==> config.mk <==
export PLATFORM = sky130hd
export DESIGN_NAME = emulated_keyboard_buffer_device_core
export DESIGN_NICKNAME = d
export VERILOG_FILES = /design/src/rtl/ekbd_pkg.sv /design/src/rtl/ekbd_ctrl.sv /design/src/rtl/ekbd_dpath.sv /design/src/rtl/emulated_keyboard_buffer_device_core.sv
export SDC_FILE = /design/constraint.sdc
export NUM_CORES = 1
export LEC_CHECK = 0
export BUFFER_PORTS_ARGS = -buffer_cell sky130_fd_sc_hd__buf_2
export CAP_MARGIN = 15
export CORE_ASPECT_RATIO = 0.7
export CORE_MARGIN = 4
export CORE_UTILIZATION = 49
export DETAILED_ROUTE_END_ITERATION = 8
export PLACE_DENSITY = 0.77
export SLEW_MARGIN = 20
export SYNTH_ARGS = -nofsm -noshare
export SYNTH_HDL_FRONTEND = slang
export SYNTH_SLANG_ARGS = --single-unit
==> constraint.sdc <==
create_clock -name i_clk -period 6 [get_ports i_clk]
set_input_delay 0.9 -clock i_clk [delete_from_list [all_inputs] [get_ports i_clk]]
set_output_delay 0.9 -clock i_clk [all_outputs]
set_load 0.005 [all_outputs]
==> src/rtl/ekbd_pkg.sv <==
// Package for the emulated keyboard buffer device.
// Holds beat types, event and command codes, the buffer geometry and the key translation.
// No dependencies.
package ekbd_pkg;

    // Buffer geometry
    localparam int BUFFER_DEPTH = 16;
    localparam int IDX_W        = $clog2(BUFFER_DEPTH);
    localparam int FILL_W       = $clog2(BUFFER_DEPTH + 1);

    // Event modes
    localparam logic [1:0] MODE_KEY_DOWN = 2'd0;
    localparam logic [1:0] MODE_KEY_UP   = 2'd1;
    localparam logic [1:0] MODE_COMMAND  = 2'd2;

    // Bus command numbers (register A)
    localparam logic [15:0] CMD_CLEAR   = 16'd0;
    localparam logic [15:0] CMD_POP     = 16'd1;
    localparam logic [15:0] CMD_SET_IRQ = 16'd3;

    // Host key codes with fixed device codes
    localparam logic [7:0] K_BACKSPACE = 8'h08;
    localparam logic [7:0] K_RETURN    = 8'h0D;
    localparam logic [7:0] K_DELETE    = 8'h2E;
    localparam logic [7:0] K_UP        = 8'h26;
    localparam logic [7:0] K_DOWN      = 8'h28;
    localparam logic [7:0] K_LEFT      = 8'h25;
    localparam logic [7:0] K_RIGHT     = 8'h27;
    localparam logic [7:0] K_SHIFT     = 8'h10;
    localparam logic [7:0] K_CONTROL   = 8'h11;

    // Input beat
    typedef struct packed {
        logic [1:0]  mode;
        logic [7:0]  key_code;
        logic [15:0] reg_a;
        logic [15:0] reg_b;
    } t_in_beat;

    // Result beat
    typedef struct packed {
        logic       reply_valid;
        logic [7:0] reply_data;
        logic       key_valid;
        logic [7:0] key_char;
        logic       irq_fire;
    } t_out_beat;

    // Controller to datapath commands
    typedef struct packed {
        logic load;           // capture a result beat
        logic push;           // key down: translate and store
        logic shift_set;      // key down of shift
        logic shift_release;  // key up of shift
        logic clear;          // empty the buffer
        logic pop;            // pop request (reply even when empty)
        logic set_irq;        // latch interrupt enable from register B
    } t_dp_cmd;

    // Datapath to controller status
    typedef struct packed {
        logic buf_empty;
    } t_dp_status;

    // Shifted US layout for punctuation and digits
    function automatic logic [7:0] ekbd_shifted(input logic [7:0] c);
        logic [7:0] r;
        case (c)
            8'h60:   r = 8'h7E; // ` ~
            8'h31:   r = 8'h21; // 1 !
            8'h32:   r = 8'h40; // 2 @
            8'h33:   r = 8'h23; // 3 #
            8'h34:   r = 8'h24; // 4 $
            8'h35:   r = 8'h25; // 5 %
            8'h36:   r = 8'h5E; // 6 ^
            8'h37:   r = 8'h26; // 7 &
            8'h38:   r = 8'h2A; // 8 *
            8'h39:   r = 8'h28; // 9 (
            8'h30:   r = 8'h29; // 0 )
            8'h2D:   r = 8'h5F; // - _
            8'h3D:   r = 8'h2B; // = +
            8'h5B:   r = 8'h7B; // [ {
            8'h5D:   r = 8'h7D; // ] }
            8'h5C:   r = 8'h7C; // \ |
            8'h3B:   r = 8'h3A; // ; :
            8'h2C:   r = 8'h3C; // , <
            8'h2F:   r = 8'h3F; // / ?
            default: r = c;     // apostrophe and full stop are named keys
        endcase
        return r;
    endfunction

    // Host code to device byte; named keys win over the shift table
    function automatic logic [7:0] ekbd_translate(input logic [7:0] code,
                                                  input logic       shift);
        logic [7:0] r;
        case (code)
            K_BACKSPACE: r = 8'h10;
            K_RETURN:    r = 8'h11;
            K_DELETE:    r = 8'h13;
            K_UP:        r = 8'h80;
            K_DOWN:      r = 8'h81;
            K_LEFT:      r = 8'h82;
            K_RIGHT:     r = 8'h83;
            K_SHIFT:     r = 8'h90;
            K_CONTROL:   r = 8'h91;
            default: begin
                if (shift)
                    r = ekbd_shifted(code);
                else if (code inside {[8'd65:8'd90]})
                    r = code + 8'd32;
                else
                    r = code;
            end
        endcase
        return r;
    endfunction

endpackage

==> src/rtl/ekbd_ctrl.sv <==
// Controller for the keyboard buffer device: handshake state and event decode.
// Depends on ekbd_pkg.
module ekbd_ctrl
    import ekbd_pkg::*;
(
    input  logic       i_clk,
    input  logic       i_rst_n,
    input  logic       i_in_valid,
    output logic       o_in_stall,
    input  t_in_beat   i_in_data,
    output logic       o_out_valid,
    input  logic       i_out_stall,
    input  t_dp_status i_status,
    output t_dp_cmd    o_cmd
);

    typedef enum logic {ST_EMPTY, ST_HOLD} t_state;

    t_state r_state;
    t_state n_state;
    logic   w_accept;

    // Take a beat unless a held result is stalled
    assign o_in_stall  = (r_state == ST_HOLD) && i_out_stall;
    assign w_accept    = i_in_valid && !o_in_stall;
    assign o_out_valid = (r_state == ST_HOLD);

    // Decode the accepted event into datapath commands
    always_comb begin
        o_cmd               = '0;
        o_cmd.load          = w_accept;
        if (w_accept) begin
            case (i_in_data.mode)
                MODE_KEY_DOWN: begin
                    o_cmd.push      = 1'b1;
                    o_cmd.shift_set = (i_in_data.key_code == K_SHIFT);
                end
                MODE_KEY_UP: begin
                    o_cmd.shift_release = (i_in_data.key_code == K_SHIFT);
                end
                MODE_COMMAND: begin
                    o_cmd.clear   = (i_in_data.reg_a == CMD_CLEAR);
                    o_cmd.pop     = (i_in_data.reg_a == CMD_POP);
                    o_cmd.set_irq = (i_in_data.reg_a == CMD_SET_IRQ);
                end
                default: ;  // mode 3 gives an all-zero result
            endcase
        end
    end

    // Next state
    always_comb begin
        n_state = r_state;
        case (r_state)
            ST_EMPTY: if (w_accept) n_state = ST_HOLD;
            ST_HOLD:  if (!w_accept && !i_out_stall) n_state = ST_EMPTY;
            default:  n_state = ST_EMPTY;
        endcase
    end

    // State register
    always_ff @(posedge i_clk) begin
        if (!i_rst_n) begin
            r_state <= ST_EMPTY;
        end else begin
            r_state <= n_state;
        end
    end

    // An accepted beat always leaves a result waiting
    a_accept_holds: assert property (@(posedge i_clk) disable iff (!i_rst_n)
        w_accept |=> (r_state == ST_HOLD))
        else $error("accepted beat did not produce a result");

    // Only one buffer command is ever issued per beat
    a_one_cmd: assert property (@(posedge i_clk) disable iff (!i_rst_n)
        $onehot0({o_cmd.push, o_cmd.clear, o_cmd.pop, o_cmd.set_irq, o_cmd.shift_release}))
        else $error("conflicting datapath commands");

    // The buffer status is known whenever a pop is issued
    a_status_known: assert property (@(posedge i_clk) disable iff (!i_rst_n)
        o_cmd.pop |-> !$isunknown(i_status.buf_empty))
        else $error("buffer status unknown at pop");

endmodule

==> src/rtl/ekbd_dpath.sv <==
// Datapath for the keyboard buffer device: translation, key buffer, flags, result register.
// Depends on ekbd_pkg.
module ekbd_dpath
    import ekbd_pkg::*;
(
    input  logic       i_clk,
    input  logic       i_rst_n,
    input  t_in_beat   i_in_data,
    input  t_dp_cmd    i_cmd,
    output t_dp_status o_status,
    output t_out_beat  o_out_data
);

    logic [7:0]        r_store [BUFFER_DEPTH];
    logic [FILL_W-1:0] r_fill;
    logic [FILL_W-1:0] n_fill;
    logic              r_irq_en;
    logic              r_shift;
    t_out_beat         r_out;
    t_out_beat         n_out;
    logic [7:0]        w_char;
    logic [IDX_W-1:0]  w_wr_idx;
    logic [FILL_W-1:0] w_fill_dec;
    logic [IDX_W-1:0]  w_rd_idx;
    logic              w_empty;

    // Buffer pointers; a push on a full buffer wraps to entry 0.
    // Entries below the fill count are always written, so clear needs no sweep.
    assign w_empty    = (r_fill == '0);
    assign w_wr_idx   = (r_fill >= FILL_W'(BUFFER_DEPTH)) ? '0 : r_fill[IDX_W-1:0];
    assign w_fill_dec = r_fill - FILL_W'(1);
    assign w_rd_idx   = w_fill_dec[IDX_W-1:0];
    assign w_char     = ekbd_translate(i_in_data.key_code, r_shift);

    assign o_status.buf_empty = w_empty;
    assign o_out_data         = r_out;

    // Result beat
    always_comb begin
        n_out             = '0;
        n_out.reply_valid = i_cmd.pop;
        n_out.reply_data  = (i_cmd.pop && !w_empty) ? r_store[w_rd_idx] : 8'd0;
        n_out.key_valid   = i_cmd.push;
        n_out.key_char    = i_cmd.push ? w_char : 8'd0;
        n_out.irq_fire    = i_cmd.push && r_irq_en;
    end

    // Fill count
    always_comb begin
        n_fill = r_fill;
        if (i_cmd.clear)
            n_fill = '0;
        else if (i_cmd.push)
            n_fill = FILL_W'(w_wr_idx) + FILL_W'(1);
        else if (i_cmd.pop && !w_empty)
            n_fill = w_fill_dec;
    end

    // Control state
    always_ff @(posedge i_clk) begin
        if (!i_rst_n) begin
            r_fill   <= '0;
            r_irq_en <= 1'b0;
            r_shift  <= 1'b0;
        end else begin
            r_fill <= n_fill;
            if (i_cmd.set_irq)       r_irq_en <= (i_in_data.reg_b != 16'd0);
            if (i_cmd.shift_set)     r_shift  <= 1'b1;
            if (i_cmd.shift_release) r_shift  <= 1'b0;
        end
    end

    // Key store and result register
    always_ff @(posedge i_clk) begin
        if (i_cmd.push) r_store[w_wr_idx] <= w_char;
        if (i_cmd.load) r_out             <= n_out;
    end

    // Fill count never passes the depth
    a_fill_range: assert property (@(posedge i_clk) disable iff (!i_rst_n)
        r_fill <= FILL_W'(BUFFER_DEPTH))
        else $error("fill count out of range");

    // A clear leaves the buffer empty
    a_clear_empty: assert property (@(posedge i_clk) disable iff (!i_rst_n)
        i_cmd.clear |=> w_empty)
        else $error("buffer not empty after clear");

    // A pop on an empty buffer replies with zero
    a_pop_empty: assert property (@(posedge i_clk) disable iff (!i_rst_n)
        (i_cmd.load && i_cmd.pop && w_empty) |=> (r_out.reply_valid && r_out.reply_data == 8'd0))
        else $error("pop on empty buffer gave non-zero reply");

endmodule

==> src/rtl/emulated_keyboard_buffer_device_core.sv <==
// Top level of the emulated keyboard buffer device.
// Depends on ekbd_pkg, ekbd_ctrl and ekbd_dpath.
//
// Each input beat is one event (key down, key up or a bus command) and yields exactly one
// result beat, registered in the cycle after acceptance. The block takes one beat per cycle
// unless a held result is stalled: the result register is refilled in the same cycle that
// its previous result is taken, so o_in_stall follows i_out_stall only while a result is
// waiting. Key translation, buffer write and fill count update all settle on acceptance.
// The 16-entry key buffer needs no clearing pass after reset or a clear command; the fill
// count alone decides what a pop may read, and a pop on an empty buffer replies with zero.
module emulated_keyboard_buffer_device_core
    import ekbd_pkg::*;
(
    input  logic      i_clk,
    input  logic      i_rst_n,
    input  logic      i_in_valid,
    output logic      o_in_stall,
    input  t_in_beat  i_in_data,
    output logic      o_out_valid,
    input  logic      i_out_stall,
    output t_out_beat o_out_data
);

    t_dp_cmd    w_cmd;
    t_dp_status w_status;

    // Handshake and decode
    ekbd_ctrl u_ctrl (
        .i_clk       (i_clk),
        .i_rst_n     (i_rst_n),
        .i_in_valid  (i_in_valid),
        .o_in_stall  (o_in_stall),
        .i_in_data   (i_in_data),
        .o_out_valid (o_out_valid),
        .i_out_stall (i_out_stall),
        .i_status    (w_status),
        .o_cmd       (w_cmd)
    );

    // Buffer and result
    ekbd_dpath u_dpath (
        .i_clk      (i_clk),
        .i_rst_n    (i_rst_n),
        .i_in_data  (i_in_data),
        .i_cmd      (w_cmd),
        .o_status   (w_status),
        .o_out_data (o_out_data)
    );

endmodule
==> metrics.md, run 1 <==
| Metric | Value |
|---|---|
| Outcome | complete, no violations |
| Iteration-0 DRC Markers | 603 |
| Setup TNS | 0 ps |
| Final antenna-violating net count | 0 |
| # fillers | 1121 |
| Post-DR vias/cell | 6.30 |
| Minimum clock period | 3320 ps |
| Gate power share | 7.1% |
| DRT Wirelength | 17600 um |
| Crit Path Class | input pin to register |
| Number of synthesized register bits | 155 |
| P_sw | 0.538 mW |
| Leakage power | 2.77 nW |
| Root Buffer Master | clkbuf_16 |
| Synth cell count leaders | edfxtp_1 (147), mux4_2 (32), nor2_1 (31) |
| Tcrit/Tclk final | 55.3% |
| Startpoint types | input pin |
| Die ar. | 17000 um^2 |
| Mapped Area | 7330 um^2 |
| Area grow syn2layout | 14.5% |
| First-pass GRT wire length | 27200 um |
| Switching Share | 21.9% |
| Number of global-route vias before repair | 4673 |
| Top Family by Delay on Critical Path | simple AND/OR/NAND/NOR gates |
| CP max FO | 27 |
| Top FF cell, synth | edfxtp_1 |
| Die Span X | 154 um |
| Crit. End Element | register |
| Initial Utilization | 49.9% |
| Number of synthesis warnings | 0 |
| Die height | 110 um |
| CP cell instances | buf_2 -> or3b_1 -> a2111oi_2 -> nor4_2 -> a31oi_4 -> mux2i_1 -> nor2_1 |
| Register share of total power | 49.0% |
| Bufs on Longest Clock Path | 2 |
| RSZ-0062 raised after global routing | false |
| I/O Buffers | 66 |
| Total I/O pin count | 67 |
| Internal power | 1.92 mW |
| Worst Tran Pin Value | 1060 ps |
| Drt pass-1 iters | 5 |
| H-tree depth | 4 |
| Buf/Inv on CP | 1 |
| Gate Count Post-Synth | 502 |
| Initial antenna violation count | 0 |
| Clock Power Share | 43.9% |
| Syn avg cell area | 14.6 um^2 |
| WP data required | 6070 ps |
| Top area cells in the synthesized netlist | edfxtp_1 (60%), mux4_2 (9.8%), dfxtp_1 (2.2%), a211oi_1 (1.9%), mux2i_1 (1.6%) |
| CTS resizes | 0 |
| CTS Hold Bufs | 0 |
| Post-synth cell types | 69 |
| Multi-input gate area | 2570 um^2 |
| Slowest CP cell | nor2_1 |
| Final Max Tran Viols | 0 |
| VDD IR max | 0.210 mV |
| Max Fclk | 301 MHz |
| Crit path setup slack, layout | 2680 ps |
| Reg area | 4580 um^2 |
| TritonCTS Buffers | 17 |
| Routability cong. | 0.921 |
| Layout cell share with drive strength beyond 1 | 26.7% |
| Largest net degree at the start of global routing | 39 |
| Slew margin rel. | 29.4% |
| CTS sink cnt | 155 |
| Register area share after synthesis | 62.4% |
| Area leader, netlist | edfxtp_1 |
| Core Area | 14700 um^2 |
| Endpoints failing hold | 0 |
| Most common cell in the netlist | edfxtp_1 |
| GRT Overall Usage | 21.2% |
| CP Data Arrival Time | 3390 ps |
| Post-synth EDFFs | 147 |
| CP peak stage delay | 760 ps |
| Number of core rows | 37 |
| # Post-CTS Setup Buffers | 0 |
| Pre-CTS setup slack | 2170 ps |
| Vias | 4816 |
| Utilization after layout | 57.2% |
| Asr flop ratio synth | 0% |
| CTS tree | built |
| Max Cap Viol | 0 |
| Clk_lat worst skew | 410 ps |
| Tightest Hold Check Type | register to register |
| WL/cell | 23.0 um |
| GRT overflow | 0 |
| Setup violators final | 0 |
| Post-synth top area share | 60.2% |
| Pwr/cell area | 293 nW/um^2 |
| Syn Nets | 554 |
| DRC | 0 |
| # diodes | 0 |
| Detail Placement HPWL | 11300 um |
| Clock skew | 6.58 ps |
| Final #Nets | 608 |
| Clk slew on worst S/H paths | 60 ps |
[area by class of cell]
| cell class | count | area share (%) |
|---|---|---|
| sequential | 155 | 54.5 |
| multi-input combinational | 299 | 30.6 |
| clock buffer | 18 | 5.11 |
| timing repair buffer | 68 | 4.12 |
| tap | 195 | 2.91 |
| clock inverter | 14 | 2.04 |
| inverter | 15 | 0.671 |
[tightest hold or removal path, delay by kind of cell (launching register included)]
kind	cells	cell delay (ps)
flops	1	320
mux	1	70
simple gates	1	100
[per-layer routing]
metal / track usage [%] / vias to the layer above / wire [um]
li1: - / 2110 / -
met1: 31.5 / 2395 / 7490
met2: 33.0 / 286 / 8160
met3: 3.63 / 25 / 1710
met4: 5.36 / 0 / 210
met5: 0 / - / 0
[state kept, by name, summed over array words and instances, names as in the netlist]
register and count:
u_ctrl.o_out_valid 1, u_dpath.o_out_data 19, u_dpath.r_fill 5, u_dpath.r_irq_en 1, u_dpath.r_shift 1, u_dpath.r_store 128
[metrics by stage]
stage                     std cells  instance area [um^2]  hold WS [ps]  total power, mW
after global placement          732                  7780           509             1.39
after CTS                       764                  8380           528             2.47
after detailed placement        732                  7780           509             1.40
after global routing            764                  8390           586             2.55
final                           764                  8390           530             2.46
after floorplan                 502                  7330           477             1.34
[power groups by stage]
stage	Clock [mW]	Combinational (mW)	Sequential [mW]
global placement	0	0.168	1.23
CTS	1.09	0.174	1.20
finish	1.08	0.174	1.20
floorplan	0	0.112	1.23
detailed placement	0	0.172	1.23
global route	1.15	0.191	1.20
[worst paths after layout]
| check | from | to | slack, ps | cells past startpoint |
|---|---|---|---|---|
| setup / recovery | i_in_data[34] | u_dpath.r_store[7][3] | 2680 | 7 |
| hold / removal | u_dpath.r_irq_en | u_dpath.r_irq_en | 530 | 2 |
| setup reg to reg | u_dpath.r_fill[0] | u_dpath.o_out_data[17] | 2860 | 8 |
| hold reg to reg | u_dpath.r_irq_en | u_dpath.r_irq_en | 530 | 2 |
[logic make-up (layout without fill, tap and decap cells)]
family | count (synthesis) | count (layout) | share of synthesized area (%)
flip-flops | 155 | 155 | 62.4
XOR/XNOR | 5 | 5 | 0.598
multiplexers | 44 | 44 | 11.5
adder cells (fa/ha/maj) | 6 | 6 | 1.02
AND/OR/NAND/NOR | 156 | 156 | 12.4
AO/OA/AOI/OAI | 88 | 88 | 9.10
buffers and inverters | 48 | 115 | 2.97
[cells in the final DEF, fill, tap and decap left out, drive strengths merged, types with 3 or more instances in the layout]
cell type,instances
buf,68
nor2,31
o21bai,3
and2,5
mux2i,12
nor3,8
dfxtp,8
a211oi,19
o21ai,8
nor3b,6
inv,17
nor4,10
nand2,29
clkinv,7
or3,3
xnor2,4
o211ai,6
or3b,4
a31oi,4
nor4bb,3
nand2b,8
nand4,5
a21o,4
mux4,32
nand3,7
ha,6
bufinv,3
or4,6
edfxtp,147
clkbuf,18
a21oi,17
nor2b,18
(Power assumes the default switching activity.)
==> run 2, diff against run 1 <==
Settings changed: ABC_AREA from default to 1.
Clock period 6 ns to 3.4 ns, I/O delays scaled along.
==> run 2 against run 1 <==
Net effect:
- design area fell by 2.1%
- highest routed layer unchanged
- global-route usage rose by 0.21 points
- combinational power up 94%
- largest cell class unchanged
- critical path depth increased by 2
- synthesized cell count is 27% higher
- synthesized area is 2.5% lower
- clock skew about the same
- via count rose by 10%
- worst hold slack worse by 220 ps
- count of clock-buffer cells in the layout fell by 1
- largest power group unchanged
==> metrics.md, run 2 <==
| Metric | Value |
|---|---|
| Crit. End Element | register (unchanged) |
| DRC | 0 (unchanged) |
| # diodes | 0 (unchanged) |
| Post-synth EDFFs | 147 (unchanged) |
| Number of core rows | 36 (was 37) |
| Utilization after layout | 58.3% (was 57.2%) |
| Synth cell count leaders | edfxtp_1 (147), nor2_1 (131), nand2_1 (69) (was edfxtp_1 (147), mux4_2 (32), nor2_1 (31)) |
| Setup TNS | 0 ps (unchanged) |
| CP max FO | 13 (was 27) |
| Initial Utilization | 50.7% (was 49.9%) |
| Die Span X | 152 um (was 154 um) |
| Post-route total power | 4.32 mW (was 2.46 mW) |
| Register area share after synthesis | 64.1% (was 62.4%) |
| CTS sink cnt | 155 (unchanged) |
| Post-DR vias/cell | 5.88 (was 6.30) |
| Initial antenna violation count | 0 (unchanged) |
| Final antenna-violating net count | 0 (unchanged) |
| Layout cell share with drive strength beyond 1 | 18.5% (was 26.7%) |
| Final #Nets | 754 (was 608) |
| GRT overflow | 0 (unchanged) |
| Outcome | complete, no violations (unchanged) |
| Die height | 109 um (was 110 um) |
| Max reg flops | 128 (unchanged) |
| Syn Nets | 690 (was 554) |
| WP data required | 3720 ps (was 6070 ps) |
| Post-synth cell types | 46 (was 69) |
| Vias | 5319 (was 4816) |
| Routability cong. | 0.928 (was 0.921) |
| # Post-CTS Setup Buffers | 0 (unchanged) |
| Largest Register | u_dpath.r_store (unchanged) |
| Setup violators final | 0 (unchanged) |
| WL/cell | 19.6 um (was 23.0 um) |
| Tcrit/Tclk final | 75.6% |
| Tightest Hold Check Type | input pin to register (was register to register) |
| Worst Tran Pin Value | 865 ps (was 1060 ps) |
| Max Cap Viol | 0 (unchanged) |
| Endpoints failing hold | 0 (unchanged) |
| Core Area | 14100 um^2 (was 14700 um^2) |
| Largest net degree at the start of global routing | 66 (was 39) |
| Root Buffer Master | clkbuf_16 (unchanged) |
| Clock skew | 6.10 ps (was 6.58 ps) |
| Area leader, netlist | edfxtp_1 (unchanged) |
| Die ar. | 16600 um^2 (was 17000 um^2) |
| # fillers | 1116 (was 1121) |
| Detail Placement HPWL | 12100 um (was 11300 um) |
| Asr flop ratio synth | 0% (unchanged) |
| Pre-CTS setup slack | 542 ps (was 2170 ps) |
| First-pass GRT wire length | 27200 um (about the same) |
| CP Data Arrival Time | 2890 ps (was 3390 ps) |
| Startpoint types | register (was input pin) |
| Slew margin rel. | 42.1% (was 29.4%) |
| VDD IR max | 0.402 mV (was 0.210 mV) |
| Final Cell Area | 8220 um^2 (was 8390 um^2) |
| Commonest non-fill, non-tap cells in the layout | edfxtp_1 (147), nor2_1 (131), nand2_1 (69), buf_2 (66), o21ai_0 (37) (was edfxtp_1 (147), buf_2 (66), mux4_2 (32), nor2_1 (29), nand2_1 (28)) |
| Crit path setup slack, layout | 830 ps (was 2680 ps) |
| Clk slew on worst S/H paths | 60 ps (about the same) |
| Final Max Tran Viols | 0 (unchanged) |
| Area grow syn2layout | 15.1% (was 14.5%) |
| Bufs on Longest Clock Path | 2 (unchanged) |
| Crit Path Class | register to register (was input pin to register) |
| CTS Hold Bufs | 0 (unchanged) |
| DRT Wirelength | 17700 um (was 17600 um) |
| TritonCTS Buffers | 17 (unchanged) |
| Max Fclk | 389 MHz |
| Top area cells in the synthesized netlist | edfxtp_1 (62%), nor2_1 (6.9%), nand2_1 (3.6%), o21ai_0 (2.6%), mux2i_1 (2.4%) (was edfxtp_1 (60%), mux4_2 (9.8%), dfxtp_1 (2.2%), a211oi_1 (1.9%), mux2i_1 (1.6%)) |
| Number of synthesized register bits | 155 (unchanged) |
| Syn avg cell area | 11.2 um^2 (was 14.6 um^2) |
| Top FF cell, synth | edfxtp_1 (unchanged) |
| Number of global-route vias before repair | 5038 (was 4673) |
| GRT Overall Usage | 21.4% (was 21.2%) |
| Drt pass-1 iters | 5 (unchanged) |
| Number of synthesis warnings | 0 (unchanged) |
| CTS resizes | 0 (unchanged) |
| CTS tree | built (unchanged) |
| I/O Buffers | 66 (unchanged) |
| Gate Count Post-Synth | 638 (was 502) |
| Dpl cell area | 7640 um^2 (was 7780 um^2) |
| RSZ-0062 raised after global routing | false (unchanged) |
| Minimum clock period | 2570 ps |
| H-tree depth | 4 (unchanged) |
| Clk_lat worst skew | 420 ps (was 410 ps) |
| Commonest non-fill, non-tap cell in the layout | edfxtp_1 (unchanged) |
| Post-synth top area share | 61.8% (was 60.2%) |
| Most common cell in the netlist | edfxtp_1 (unchanged) |
| Total I/O pin count | 67 (unchanged) |
| Iteration-0 DRC Markers | 684 (was 603) |
| Leakage power | 3.00 nW (was 2.77 nW) |
| Mapped Area | 7140 um^2 (was 7330 um^2) |
| Pwr/cell area | 526 nW/um^2 (was 293 nW/um^2) |
==> run 2: cell count changes in the layout (fill, tap and decap cells not counted), moves of 16 or more <==
cell	before	now
a211oi_1	19	3
mux4_2	32	0
o221ai_1	0	17
inv_1	15	32
nor2b_1	18	0
nand3_1	7	28
nor2_1	29	131
nand2_1	28	69
o21ai_0	8	37
==> run 2: where the power goes <==
part / total (mW) / leakage (nW) / switching, mW / internal, mW
combinational: 0.338 / 1.31 / 0.236 / 0.101
sequential: 2.13 / 1.41 / 0.00804 / 2.12
clock: 1.85 / 0.285 / 0.715 / 1.14
==> run 2: path summary, 6_finish.rpt <==
check | from | endpoint | slack, ps | cells past startpoint
min reg2reg | u_dpath.r_fill[1] | u_dpath.r_fill[1] | 500 | 2
min | i_in_data[40] | u_dpath.r_shift | 310 | 2
max reg2reg | u_ctrl.o_out_valid | u_dpath.r_fill[4] | 830 | 9
max | u_ctrl.o_out_valid | u_dpath.r_fill[4] | 830 | 9
==> run 2: per-layer routing <==
metal | track usage (%) | up-vias | part of all wire, %
met5 | 0 | - | 0
met3 | 6.82 | 32 | 10
li1 | - | 2446 | -
met1 | 28.3 | 2559 | 42
met4 | 7.38 | 0 | 2.2
met2 | 34.0 | 282 | 46
==> run 2: final cells by class <==
class | instances | area [um^2] | area share, %
clock inverters | 14 | 155 | 1.89
flip-flops and latches | 155 | 4580 | 55.7
clock buffers | 17 | 425 | 5.18
repair buffers | 73 | 383 | 4.66
multi-input cells | 416 | 2290 | 27.9
well taps | 190 | 238 | 2.89
inverters | 39 | 146 | 1.78
==> run 2: cell families after synthesis <==
| group | share of synthesized area [%] |
|---|---|
| compound gates | 11.3 |
| buf+inv | 3.82 |
| mux | 2.38 |
| simple gates | 16.9 |
| xor+xnor | 0.491 |
| flops | 64.1 |
| fa+ha+maj | 1.05 |
==> run 2: stage by stage <==
step,std cells,hold WS [ps]
5_1_grt,904,314
4_1_cts,904,295
2_1_floorplan,638,457
3_3_place_gp,873,475
6_report,904,311
3_5_place_dp,873,492
==> run 2: critical path: stages, from the launching register on <==
cell	delay, ps
dfxtp_1	320
nand2_1	80
nand2_1	70
nor2_1	120
nand2_1	310
inv_1	410
nand2_1	180
nor2_1	620
a21oi_1	110
a211oi_1	270
